`src/rtcm3crc_pkg.sv`:
```
`default_nettype none

package rtcm3crc_pkg;

  localparam logic [7:0]  PREAMBLE = 8'hD3;
  localparam logic [23:0] CRC_POLY = 24'h864CFB;

  // Frame phase, one-hot
  typedef enum logic [4:0] {
    PH_HUNT = 5'b00001,
    PH_RESV = 5'b00010,
    PH_LEN  = 5'b00100,
    PH_PAY  = 5'b01000,
    PH_CRC  = 5'b10000
  } phase_e;

  // One result beat
  typedef struct packed {
    logic [7:0]  byte_echo;
    logic        in_frame;
    logic [10:0] byte_index;
    logic        frame_end;
    logic        crc_ok;
    logic [9:0]  payload_length;
    logic        frame_dropped;
    logic [15:0] good_frames;
  } result_t;

  // CRC-24Q, one byte, MSB first, no reflection
  function automatic logic [23:0] crc24q_byte(input logic [23:0] crc, input logic [7:0] b);
    logic [23:0] c;
    logic        msb;
    c = crc ^ {b, 16'h0000};
    for (int k = 0; k < 8; k++) begin
      msb = c[23];
      c   = {c[22:0], 1'b0};
      if (msb) begin
        c = c ^ CRC_POLY;
      end
    end
    return c;
  endfunction

endpackage

`default_nettype wire

```
`src/rtcm3crc_core.sv`:
```
`default_nettype none

module rtcm3crc_core (
  input  wire logic                  clk_i,
  input  wire logic                  rst_ni,
  input  wire logic                  fire_i,
  input  wire logic [7:0]            rx_byte_i,
  output      rtcm3crc_pkg::result_t res_o
);

  rtcm3crc_pkg::phase_e phase_q, phase_d;
  logic [10:0] byte_count_q, byte_count_d;
  logic [9:0]  frame_length_q, frame_length_d;
  logic [23:0] crc_q, crc_d;
  logic [23:0] rx_crc_q, rx_crc_d;
  logic [15:0] good_q, good_d;

  logic [23:0] crc_step;
  logic [10:0] cnt_inc;
  logic [9:0]  len_new;
  logic [23:0] rx_crc_new;
  logic        pay_done;
  logic        crc_done;
  logic        crc_match;

  assign crc_step   = rtcm3crc_pkg::crc24q_byte(crc_q, rx_byte_i);
  assign cnt_inc    = byte_count_q + 11'd1;
  assign len_new    = {frame_length_q[9:8], rx_byte_i};
  assign rx_crc_new = {rx_crc_q[15:0], rx_byte_i};
  assign pay_done   = {1'b0, cnt_inc} >= ({2'b00, frame_length_q} + 12'd3);
  assign crc_done   = {1'b0, cnt_inc} >= ({2'b00, frame_length_q} + 12'd6);
  assign crc_match  = (rx_crc_new == crc_q);

  always_comb begin
    phase_d        = phase_q;
    byte_count_d   = byte_count_q;
    frame_length_d = frame_length_q;
    crc_d          = crc_q;
    rx_crc_d       = rx_crc_q;
    good_d         = good_q;

    res_o                = '0;
    res_o.byte_echo      = rx_byte_i;

    case (phase_q)
      rtcm3crc_pkg::PH_RESV: begin
        if (rx_byte_i[7:2] == 6'd0) begin
          res_o.in_frame   = 1'b1;
          res_o.byte_index = byte_count_q;
          frame_length_d   = {rx_byte_i[1:0], 8'h00};
          crc_d            = crc_step;
          byte_count_d     = cnt_inc;
          phase_d          = rtcm3crc_pkg::PH_LEN;
        end else begin
          res_o.frame_dropped = 1'b1;
          phase_d             = rtcm3crc_pkg::PH_HUNT;
        end
      end
      rtcm3crc_pkg::PH_LEN: begin
        res_o.in_frame   = 1'b1;
        res_o.byte_index = byte_count_q;
        frame_length_d   = len_new;
        crc_d            = crc_step;
        byte_count_d     = cnt_inc;
        if (len_new == 10'd0) begin
          res_o.frame_dropped = 1'b1;
          phase_d             = rtcm3crc_pkg::PH_HUNT;
        end else begin
          phase_d = rtcm3crc_pkg::PH_PAY;
        end
      end
      rtcm3crc_pkg::PH_PAY: begin
        res_o.in_frame   = 1'b1;
        res_o.byte_index = byte_count_q;
        crc_d            = crc_step;
        byte_count_d     = cnt_inc;
        if (pay_done) begin
          rx_crc_d = '0;
          phase_d  = rtcm3crc_pkg::PH_CRC;
        end
      end
      rtcm3crc_pkg::PH_CRC: begin
        res_o.in_frame   = 1'b1;
        res_o.byte_index = byte_count_q;
        rx_crc_d         = rx_crc_new;
        byte_count_d     = cnt_inc;
        if (crc_done) begin
          res_o.frame_end = 1'b1;
          res_o.crc_ok    = crc_match;
          if (crc_match) begin
            good_d = good_q + 16'd1;
          end
          phase_d = rtcm3crc_pkg::PH_HUNT;
        end
      end
      default: begin
        phase_d = rtcm3crc_pkg::PH_HUNT;
        if (rx_byte_i == rtcm3crc_pkg::PREAMBLE) begin
          res_o.in_frame = 1'b1;
          frame_length_d = '0;
          rx_crc_d       = '0;
          crc_d          = rtcm3crc_pkg::crc24q_byte(24'h000000, rx_byte_i);
          byte_count_d   = 11'd1;
          phase_d        = rtcm3crc_pkg::PH_RESV;
        end
      end
    endcase

    res_o.payload_length = frame_length_d;
    res_o.good_frames    = good_d;
  end

  always_ff @(posedge clk_i or negedge rst_ni) begin
    if (!rst_ni) begin
      phase_q        <= rtcm3crc_pkg::PH_HUNT;
      byte_count_q   <= '0;
      frame_length_q <= '0;
      crc_q          <= '0;
      rx_crc_q       <= '0;
      good_q         <= '0;
    end else if (fire_i) begin
      phase_q        <= phase_d;
      byte_count_q   <= byte_count_d;
      frame_length_q <= frame_length_d;
      crc_q          <= crc_d;
      rx_crc_q       <= rx_crc_d;
      good_q         <= good_d;
    end
  end

`ifndef SYNTH
  a_phase_onehot : assert property (@(posedge clk_i) disable iff (!rst_ni)
    $onehot(phase_q))
    else $error("phase register not one-hot");

  a_good_only_on_fire : assert property (@(posedge clk_i) disable iff (!rst_ni)
    !fire_i |=> $stable(good_q))
    else $error("good count moved without a beat");

  a_hunt_stays : assert property (@(posedge clk_i) disable iff (!rst_ni)
    fire_i && phase_q == rtcm3crc_pkg::PH_HUNT && rx_byte_i != rtcm3crc_pkg::PREAMBLE
    |=> phase_q == rtcm3crc_pkg::PH_HUNT)
    else $error("left hunt without a preamble");

  a_count_bound : assert property (@(posedge clk_i) disable iff (!rst_ni)
    byte_count_q <= 11'd1029)
    else $error("frame position out of range");
`endif

endmodule

`default_nettype wire

```
`src/rtcm3_frame_crc24_checker_top.sv`:
```
`default_nettype none

// RTCM 3 frame checker with CRC-24Q. Feed received bytes in one beat per
// byte; every byte comes back out once, in order, tagged with its position in
// the candidate frame (preamble 0xD3 is position 0), the decoded payload
// length, a drop mark when the reserved bits are nonzero or the length is
// zero, and on the last of the three CRC bytes a frame-end mark with the
// pass/fail verdict. good_frames counts passing frames and wraps at 65536.
// Throughput is one byte per clock while out_stall_i is low; each byte passes
// through the input register, then one bytewise CRC step plus phase update
// into the result register. A stall on the output side backs up into
// in_stall_o once both registers hold a beat.

module rtcm3_frame_crc24_checker_top (
  input  wire logic        clk_i,
  input  wire logic        rst_ni,

  input  wire logic        in_valid_i,
  output      logic        in_stall_o,
  input  wire logic [7:0]  rx_byte_i,

  output      logic        out_valid_o,
  input  wire logic        out_stall_i,
  output      logic [7:0]  byte_echo_o,
  output      logic        in_frame_o,
  output      logic [10:0] byte_index_o,
  output      logic        frame_end_o,
  output      logic        crc_ok_o,
  output      logic [9:0]  payload_length_o,
  output      logic        frame_dropped_o,
  output      logic [15:0] good_frames_o
);

  // input register
  logic       in_valid_q;
  logic [7:0] rx_byte_q;

  // result register
  logic                  out_valid_q;
  rtcm3crc_pkg::result_t res_q;
  rtcm3crc_pkg::result_t res_d;

  logic out_adv;   // result register may load
  logic proc_fire; // beat moves from input to result register
  logic in_adv;    // input register may load

  assign out_adv    = !out_valid_q || !out_stall_i;
  assign proc_fire  = in_valid_q && out_adv;
  assign in_adv     = !in_valid_q || out_adv;
  assign in_stall_o = !in_adv;

  always_ff @(posedge clk_i or negedge rst_ni) begin
    if (!rst_ni) begin
      in_valid_q <= 1'b0;
    end else if (in_adv) begin
      in_valid_q <= in_valid_i;
    end
  end

  always_ff @(posedge clk_i) begin
    if (in_adv && in_valid_i) begin
      rx_byte_q <= rx_byte_i;
    end
  end

  // frame tracking and CRC, state commits only on a processed beat
  rtcm3crc_core u_core (
    .clk_i     (clk_i),
    .rst_ni    (rst_ni),
    .fire_i    (proc_fire),
    .rx_byte_i (rx_byte_q),
    .res_o     (res_d)
  );

  always_ff @(posedge clk_i or negedge rst_ni) begin
    if (!rst_ni) begin
      out_valid_q <= 1'b0;
    end else if (out_adv) begin
      out_valid_q <= in_valid_q;
    end
  end

  always_ff @(posedge clk_i) begin
    if (proc_fire) begin
      res_q <= res_d;
    end
  end

  assign out_valid_o      = out_valid_q;
  assign byte_echo_o      = res_q.byte_echo;
  assign in_frame_o       = res_q.in_frame;
  assign byte_index_o     = res_q.byte_index;
  assign frame_end_o      = res_q.frame_end;
  assign crc_ok_o         = res_q.crc_ok;
  assign payload_length_o = res_q.payload_length;
  assign frame_dropped_o  = res_q.frame_dropped;
  assign good_frames_o    = res_q.good_frames;

`ifndef SYNTH
  a_stall_needs_beat : assert property (@(posedge clk_i) disable iff (!rst_ni)
    in_stall_o |-> in_valid_q && out_valid_q && out_stall_i)
    else $error("input stalled without a held beat");

  a_fire_lands : assert property (@(posedge clk_i) disable iff (!rst_ni)
    proc_fire |=> out_valid_o)
    else $error("processed beat lost before result register");

  a_end_in_frame : assert property (@(posedge clk_i) disable iff (!rst_ni)
    proc_fire && (res_d.frame_end || res_d.crc_ok) |-> res_d.in_frame && res_d.frame_end)
    else $error("verdict outside a frame");
`endif

endmodule

`default_nettype wire
```
`config.mk`:
```
export PLATFORM = sky130hd
export DESIGN_NAME = rtcm3_frame_crc24_checker_top
export DESIGN_NICKNAME = d
export VERILOG_FILES = /design/src/rtcm3crc_pkg.sv /design/src/rtcm3crc_core.sv /design/src/rtcm3_frame_crc24_checker_top.sv
export SDC_FILE = /design/constraint.sdc
export NUM_CORES = 1
export LEC_CHECK = 0
export BUFFER_PORTS_ARGS = -buffer_cell sky130_fd_sc_hd__buf_4
export CAP_MARGIN = 10
export CORE_ASPECT_RATIO = 0.7
export CORE_MARGIN = 2
export CORE_UTILIZATION = 38
export CTS_CLUSTER_DIAMETER = 60
export DETAILED_ROUTE_END_ITERATION = 10
export GPL_ROUTABILITY_DRIVEN = 1
export PLACE_DENSITY = 0.66
export REMOVE_ABC_BUFFERS = 1
export SYNTH_ARGS = -nofsm -noshare
export SYNTH_HDL_FRONTEND = slang
export SYNTH_SLANG_ARGS = --single-unit
```
`constraint.sdc`:
```
create_clock -name clk_i -period 4.35 [get_ports clk_i]
set_clock_uncertainty 0.15 [all_clocks]
set_input_delay 0.2175 -clock clk_i [delete_from_list [all_inputs] [get_ports clk_i]]
set_output_delay 0.2175 -clock clk_i [all_outputs]
set_load 0.02 [all_outputs]
```
==> results of run 1 <==
state kept, by name, indices dropped and copies added (netlist names):
| register | count |
|---|---|
| byte_echo_o | 8 |
| u_core.byte_count_q | 11 |
| frame_dropped_o | 1 |
| in_valid_q | 1 |
| crc_ok_o | 1 |
| payload_length_o | 10 |
| frame_end_o | 1 |
| u_core.rx_crc_q | 16 |
| u_core.frame_length_q | 10 |
| out_valid_o | 1 |
| rx_byte_q | 8 |
| in_frame_o | 1 |
| u_core.crc_q | 24 |
| byte_index_o | 11 |
| u_core.good_q | 16 |
| u_core.phase_q | 5 |
| good_frames_o | 16 |
worst reg2reg max path: cells and delay by family (launching register included):
| kind | cells | cell delay, ns |
|---|---|---|
| and+or+nand+nor | 4 | 0.77 |
| muxes | 1 | 0.38 |
| DFF | 1 | 0.46 |
| xor gates and xnor gates | 1 | 0.18 |
| adders and majority gates | 2 | 0.51 |
| AOI/OAI and AO/OA | 3 | 0.95 |
| buffers and inverters | 1 | 0.34 |
layer usage:
metal | GRT usage (%) | share of wire [%] | vias up
met5 | 0 | 0 | -
met4 | 5.01 | 1.1 | 0
met3 | 4.38 | 6.0 | 15
met2 | 23.2 | 39 | 167
met1 | 29.1 | 54 | 2685
li1 | - | - | 2772
path summary, 6_finish.rpt:
check,start,endpoint,slack [ns],depth (start not counted)
min in group clk_i,u_core.good_q[15],u_core.good_q[15],0.35,1
max reg2reg,u_core.byte_count_q[0],good_frames_o[1],0.36,12
max,u_core.byte_count_q[0],good_frames_o[1],0.36,12
min,rst_ni,u_core.good_q[7],0.19,2
min reg2reg,u_core.good_q[15],u_core.good_q[15],0.35,1
max in group asynchronous,rst_ni,u_core.phase_q[1],2.84,3
report_power, final:
| part | switching (µW) | internal, µW | total (µW) | leakage [µW] |
|---|---|---|---|---|
| logic | 303 | 233 | 536 | 0.00237 |
| clock network | 590 | 746 | 1340 | 0.000259 |
| registers | 58.3 | 1450 | 1510 | 0.00163 |
| total | 951 | 2430 | 3380 | 0.00426 |
layout make-up:
cell class / instances / area, µm²
Multi-Input combinational cell: 555 / 3940
Fill cell: 1922 / 11300
Clock buffer: 19 / 443
Clock inverter: 13 / 92.6
Inverter: 30 / 113
Sequential cell: 141 / 3810
Tap cell: 276 / 345
Timing Repair Buffer: 90 / 706
layout by cell type, fill, tap and decap left out, drive strengths merged, types with 3 or more instances in the layout:
master	n
a211oi	4
mux2i	16
nand4	9
dlygate4sd3	12
a22o	19
o21ai	33
xnor2	87
clkinv	7
and3	8
mux2	4
nand2b	14
clkinvlp	3
nor2	50
nor3	20
ha	30
and2	15
buf	78
dfrtp	83
inv	33
a31oi	6
clkbuf	19
nand2	84
a21o	6
nand3	16
nor4	14
xor2	80
edfxtp	57
a21oi	18
repair_timing:
action / 4_1_cts / 5_1_grt
hold endpoints to repair: 51 / 0
hold buffers: 12 / 0
endpoints found under the setup margin: 0 / 0
logic make-up (layout without fill, tap and decap cells):
group	after synthesis	count (layout)	synth area share, %
buf+inv	69	152	3.76
mux	20	20	2.55
xor+xnor	167	167	18.6
flops	141	141	47.3
compound gates	102	102	8.44
fa+ha+maj	30	30	4.66
simple gates	236	236	14.7
through the flow:
stage	area, µm²	utilization (%)	std cells	hold WS (ns)	power, µW
floorplan	7870	-	726	-0.228	1890
global route	9460	45.6	1124	0.238	3540
global placement	8800	42.4	1080	0.107	2060
finish	9460	45.6	1124	0.189	3380
CTS	9460	45.6	1124	0.208	3410
detailed placement	8800	42.4	1080	0.105	2060
==> results.txt, run 1 <==
die width - 178 µm
Post-synth ARST share - 59.6%
RSZ-0062 raised after global routing - false
initial antenna violation count - 0
CTS Buffer Depth - 2
DP HPWL - 13,100 µm
register area share after synthesis - 47.3%
Slew @ Worst Pin - 1.19 ns
antenna cell count - 0
synth cell count leaders - 84 x nand2_1, 83 x dfrtp_1, 82 x xnor2_1
setup tns final - 0 ns
Yosys warning count - 0
pwr dens - 358 nW/µm²
slowest cell delay on critical path - 0.46 ns
Detailed Routing Iterations Pass 1 - 5
antenna-violating nets left - 0
initial core utilization - 38.8%
crit path capture type - flip-flop
share of the synthesized area in the top cell type - 25.8%
die footprint - 22,400 µm²
Chip Height - 126 µm
WL per Instance - 16.8 µm
clock tree root buffer cell - clkbuf_16
count of pins over their slew limit - 0
minimum clock period after layout - 3.99 ns
count of cell types in the netlist - 52
worst-path cell chain - ha_1, nand3_1, nor2_1, nand3_1, xnor2_1, ha_1, a2111oi_0, o21ai_0, o211ai_1, or4_1, buf_4, mux2_2
Final setup viols - 0
worst setup margin - 0.359 ns
CTS H-tree depth - 4
share of layout cells above drive strength 1 - 15.7%
synth top area cells - dfrtp_1 26%, edfxtp_1 21%, xnor2_1 8.9%
first-pass GRT wire length - 30,900 µm
Detailed Route WL - 18,900 µm
status - finished, final reports clean
slew margin rel. - 20.9%
Mean Syn Cell Area - 10.5 µm²
PortBufs - 62
Worst VDD drop - 0.000223 V
CTS tree - yes
WP buf/inv - 1
Max Clk Rate - 251 MHz
vias - 5,639
Tot GR Track Use - 18.0%
RD Place Congestion - 0.874
total core area - 20,800 µm²
crit-path max FO - 32
grt ovf - 0
max_cap viols - 0
Syn Inst Count - 765
Top Ports - 63
Leak Pwr - 0.00426 µW
top_reg_cell synth - dfrtp_1
post-CTS setup buffers - 0
Worst Path Required - 4.37 ns
drc violations - 0
largest net degree at the start of global routing - 54
row count - 44
path type of the worst min-delay path - in -> async
via/cell ratio - 5.02
dominant cell type by area after synthesis - dfrtp_1
fin crit share - 91.7%
critical path class - reg -> reg
# nets final - 877
Mapped Area - 8060 µm²
Clk Latency, worst-skew pair - 0.43 ns
crit path max-delay cell type - dfrtp_1
CP arrival - 4.01 ns
CTS buffer count - 17
#FFs+latches synth - 141
clk sinks - 141
vias in the first global route - 5,578
Reg clk slew, reported paths - 0.06 ns
PostCTS Resize Cnt - 0
cell family with most CP delay - compound AO/OA/AOI/OAI gates
EDFF count, synth - 57
Fin. Hold Viols - 0
cell with the most instances after synthesis - nand2_1
detailed router's first-iteration violation count - 483
area grow syn2layout - 17.3%
pre-CTS WS - 0.451 ns
startpoint types - flip-flop
No activity file was read; power rests on OpenSTA's default activity.
==> run 2, diff against run 1 <==
--- a/config.mk
+++ b/config.mk
@@ -7,14 +7,15 @@
 export LEC_CHECK = 0
 export BUFFER_PORTS_ARGS = -buffer_cell sky130_fd_sc_hd__buf_4
 export CAP_MARGIN = 10
-export CORE_ASPECT_RATIO = 0.7
+export CORE_ASPECT_RATIO = 1.5
 export CORE_MARGIN = 2
-export CORE_UTILIZATION = 38
+export CORE_UTILIZATION = 31
 export CTS_CLUSTER_DIAMETER = 60
 export DETAILED_ROUTE_END_ITERATION = 10
 export GPL_ROUTABILITY_DRIVEN = 1
-export PLACE_DENSITY = 0.66
+export PLACE_DENSITY = 0.58
 export REMOVE_ABC_BUFFERS = 1
+export SLEW_MARGIN = 20
 export SYNTH_ARGS = -nofsm -noshare
 export SYNTH_HDL_FRONTEND = slang
 export SYNTH_SLANG_ARGS = --single-unit
==> run 2 against run 1 <==
Net effect: hold slack got worse by 0.030 ns; register-to-register slack improved by 0.07 ns; non-clock buffer count decreased by 1; sequential share of layout area is 0.54 points lower; first-iteration DRC count shrank 39%; maximum frequency up 1.9%; total power up 3.4%; critical path depth rose by 1; global-route usage fell by 3.1 points; sequential cell count unchanged; via count grew 0.82%; die area increased by 22%.
==> results.txt, run 2 (same netlist as run 1, synthesis figures left out) <==
post-CTS setup buffers - 0
pre-CTS WS - 0.461 ns
crit path capture type - flip-flop
most frequent cells in the layout - 84 x nand2_1, 83 x dfrtp_1, 82 x xnor2_1
Clk Latency, worst-skew pair - 0.43 ns
antenna-violating nets left - 0
DP HPWL - 13,800 µm
largest register by flop count - u_core.crc_q
count of pins over their slew limit - 0
CTS H-tree depth - 4
Top Ports - 63
total core area - 25,700 µm²
initial core utilization - 31.4%
Leak Pwr - 0.00428 µW
tightest hold margin - 0.160 ns
path type of the worst min-delay path - in -> async
share of layout cells above drive strength 1 - 15.7%
detailed router's first-iteration violation count - 295
Final setup viols - 0
PortBufs - 62
status - finished, final reports clean
Max Clk Rate - 255 MHz
clk sinks - 141
max_cap viols - 0
Fin. Hold Viols - 0
PostCTS Resize Cnt - 0
die width - 136 µm
fin crit share - 90.1%
slew margin rel. - 32.1%
Tot GR Track Use - 14.9%
initial antenna violation count - 0
Worst VDD drop - 0.000258 V
die footprint - 27,300 µm²
Chip Height - 202 µm
minimum clock period after layout - 3.92 ns
pwr dens - 365 nW/µm²
WL per Instance - 16.4 µm
clock tree root buffer cell - clkbuf_16
CTS tree - yes
largest net degree at the start of global routing - 54
commonest non-fill, non-tap cell in the layout - nand2_1
drc violations - 0
CTS Buffer Depth - 2
row count - 72
Slew @ Worst Pin - 1.02 ns
Detailed Routing Iterations Pass 1 - 4
vias - 5,685
RD Place Congestion - 0.872
Worst Path Required - 4.52 ns
worst setup margin - 0.432 ns
Reg clk slew, reported paths - 0.06 ns
startpoint types - flip-flop
first-pass GRT wire length - 31,000 µm
critical path class - reg -> reg
area grow syn2layout - 18.9%
r2r worst-path depth - 13
# nets final - 876
antenna cell count - 0
setup tns final - 0 ns
crit-path max FO - 32
Detailed Route WL - 19,300 µm
CP arrival - 4.09 ns
RSZ-0062 raised after global routing - false
vias in the first global route - 5,890
max reg flops - 24
grt ovf - 0
via/cell ratio - 4.82
CTS buffer count - 17
Hold Buf Count CTS - 12
-- run 2: cell types whose count changed in the layout (fill, tap and decap cells not counted), sizes merged --
cell and delta:
clkinvlp +1, buf -1, clkinv -4, inv +2, clkbuf -1, bufinv +2
-- run 2: per-layer routing --
metal	wire, µm	track usage, %	vias to the layer above
li1	-	-	2764
met1	7650	16.5	2771
met2	10500	26.6	120
met3	597	3.15	30
met4	538	7.25	0
met5	0	0	-
-- run 2: area by class of cell --
| class | count | area (µm²) |
|---|---|---|
| fillers | 2557 | 16100 |
| multi-input cells | 555 | 3940 |
| flip-flops and latches | 141 | 3810 |
| repair buffers | 89 | 711 |
| clock buffers | 18 | 429 |
| well taps | 333 | 417 |
| clock inverters | 14 | 159 |
| inverters | 30 | 113 |
-- run 2: where the power goes --
group / switching, µW / total [µW] / internal (µW)
clock: 599 / 1450 / 854
sequential: 61.1 / 1510 / 1450
combinational: 297 / 529 / 232
total: 957 / 3500 / 2540
-- run 2: worst max-delay path: stages, from the launching register on --
cell       delay, ns
dfrtp_1         0.46
ha_1            0.26
nand3_1         0.17
nor2_1          0.29
and3_1          0.21
xor2_1          0.31
ha_1            0.22
a2111oi_0       0.06
o21ai_0         0.12
o211ai_1        0.19
or4_1           0.62
buf_12          0.20
nor2_1          0.18
mux2_2          0.35
-- run 2: path summary, 6_finish.rpt --
check,startpoint,end,slack [ns]
worst max-delay path,u_core.byte_count_q[0],u_core.good_q[1],0.43
worst min-delay path,rst_ni,in_valid_q,0.16
worst max register to register,u_core.byte_count_q[0],u_core.good_q[1],0.43
worst min register to register,in_valid_q,out_valid_o,0.34
max in group asynchronous,rst_ni,u_core.byte_count_q[3],2.81
min in group clk_i,in_valid_q,out_valid_o,0.34
-- run 2: through the flow --
step / cells / total power, µW / utilization [%] / cell area, µm²
floorplan: 726 / 1890 / - / 7870
global placement: 1136 / 2060 / 34.6 / 8880
detailed placement: 1136 / 2060 / 34.6 / 8880
CTS: 1180 / 3540 / 37.3 / 9590
global route: 1180 / 3650 / 37.3 / 9590
finish: 1180 / 3500 / 37.3 / 9590
==> run 3, diff against run 2 <==
==> constraint.sdc (replaced) <==
create_clock -name clk_i -period 4.1 [get_ports clk_i]
set_clock_uncertainty 0.15 [all_clocks]
set_input_delay 0.205 -clock clk_i [delete_from_list [all_inputs] [get_ports clk_i]]
set_output_delay 0.205 -clock clk_i [all_outputs]
set_load 0.02 [all_outputs]
==> run 3 against run 2 <==
Net effect: hold slack improved by 0.094 ns; first-iteration DRC count decreased by 17%; sequential cell count unchanged; clock-buffer cell count unchanged; die area unchanged; worst setup slack got worse by 0.13 ns; design area increased by 0.74%; critical path depth decreased by 2; core utilization increased by 0.28 points; maximum frequency increased by 3.2%; critical endpoint is now good_frames_o[1]; largest power group unchanged; highest routed layer unchanged.
==> results.txt, run 3 (same netlist as run 1, synthesis figures left out) <==
crit-path max FO - 15
first-pass GRT wire length - 31,200 µm
via/cell ratio - 4.78
antenna-violating nets left - 0
Worst Path Required - 4.15 ns
pre-CTS WS - 0.182 ns
count of pins over their slew limit - 0
CP arrival - 3.84 ns
Detailed Routing Iterations Pass 1 - 7
RSZ-0062 raised after global routing - false
DP HPWL - 13,800 µm
largest net degree at the start of global routing - 61
Worst VDD drop - 0.000292 V
top routing layer used - met4
vias in the first global route - 5,846
RD Place Congestion - 0.903
Inst Count DP - 1,144
post-CTS setup buffers - 0
wire length on met2 - 10,400 µm
pwr dens - 382 nW/µm²
antenna cell count - 0
Reg clk slew, reported paths - 0.06 ns
Final setup viols - 0
status - finished, final reports clean
share of layout cells above drive strength 1 - 17.0%
Chip Height - 202 µm
initial core utilization - 31.4%
grt ovf - 0
max_cap viols - 0
area grow syn2layout - 19.8%
WL met1 - 7690 µm
Clk Latency, worst-skew pair - 0.44 ns
drc violations - 0
fin crit share - 92.6%
wire length on met3 - 583 µm
Max Clk Rate - 263 MHz
# nets final - 884
row count - 72
WL per Instance - 16.3 µm
most frequent cells in the layout - 84 x nand2_1, 84 x buf_4, 82 x dfrtp_1
slew margin rel. - 44.1%
Non-Filler Instances - 1,188
CTS Buffer Depth - 2
initial antenna violation count - 0
die width - 136 µm
critical path class - reg -> reg
Fin. Hold Viols - 0
Detailed Route WL - 19,400 µm
# fillers - 2,510
worst setup margin - 0.303 ns
clk sinks - 141
startpoint types - flip-flop
Tot GR Track Use - 15.0%
CTS tree - yes
clock tree root buffer cell - clkbuf_16
PortBufs - 62
Top Ports - 63
max reg flops - 24
CTS H-tree depth - 4
fin util - 37.6%
vias - 5,682
Slew @ Worst Pin - 0.839 ns
setup tns final - 0 ns
total core area - 25,700 µm²
detailed router's first-iteration violation count - 245
Leak Pwr - 0.00433 µW
minimum clock period after layout - 3.80 ns
crit path capture type - flip-flop
largest register by flop count - u_core.crc_q
CTS buffer count - 17
die footprint - 27,300 µm²
path type of the worst min-delay path - in -> async
run 3: cell count changes in the layout (fill, tap and decap cells not counted), sizes merged:
cell | previous run | this run
clkinv | 3 | 9
buf | 77 | 85
clkinvlp | 4 | 1
inv | 35 | 32
run 3: area by class of cell:
| class | instances | area, µm² | area share, % |
|---|---|---|---|
| tap | 333 | 417 | 4.31 |
| sequential | 141 | 3820 | 39.5 |
| inverter | 30 | 113 | 1.17 |
| timing repair buffer | 97 | 771 | 7.98 |
| clock buffer | 18 | 429 | 4.44 |
| multi-input combinational | 555 | 3970 | 41.1 |
| clock inverter | 14 | 144 | 1.49 |
run 3: worst max-delay path, cell delays in order (launching register included):
cell and delay (ns):
dfrtp_1 0.46, nand3_1 0.13, nor2_1 0.26, nand3_1 0.15, xnor2_1 0.33, ha_1 0.31
a2111oi_0 0.40, o21ai_0 0.20, o211ai_1 0.40, or4_1 0.21, buf_4 0.21, mux2_2 0.35
run 3: repair_timing:
item,in CTS,in global routing
hold buffers,12,0
setup endpoints to repair,0,25
gates resized for setup,0,5
endpoints found under the hold margin,69,0
run 3: stage by stage:
| step | area, µm² | hold slack [ns] | total power (µW) |
|---|---|---|---|
| global placement | 8940 | 0.220 | 2190 |
| CTS | 9630 | 0.291 | 3730 |
| global route | 9660 | 0.332 | 3840 |
| floorplan | 7870 | -0.241 | 2010 |
| finish | 9660 | 0.254 | 3690 |
| detailed placement | 8940 | 0.219 | 2190 |
run 3: path summary, 6_finish.rpt:
check	from	cells past startpoint	endpoint	slack [ns]
hold / removal	rst_ni	2	out_valid_o	0.25
hold reg to reg	in_valid_q	1	out_valid_o	0.34
max in group asynchronous	rst_ni	3	u_core.phase_q[0]	2.61
setup reg to reg	u_core.byte_count_q[2]	11	good_frames_o[1]	0.30
min in group clk_i	in_valid_q	1	out_valid_o	0.34
setup / recovery	u_core.byte_count_q[2]	11	good_frames_o[1]	0.30
run 3: report_power, final:
group / total, µW / internal (µW) / switching, µW
Sequential: 1600 / 1540 / 56.5
Combinational: 573 / 250 / 323
Clock: 1520 / 894 / 623
run 3: metal layers:
metal | vias up | track usage, %
met2 | 104 | 26.4
met5 | - | 0
met1 | 2775 | 16.8
met4 | 0 | 7.40
met3 | 37 | 3.28
li1 | 2766 | -
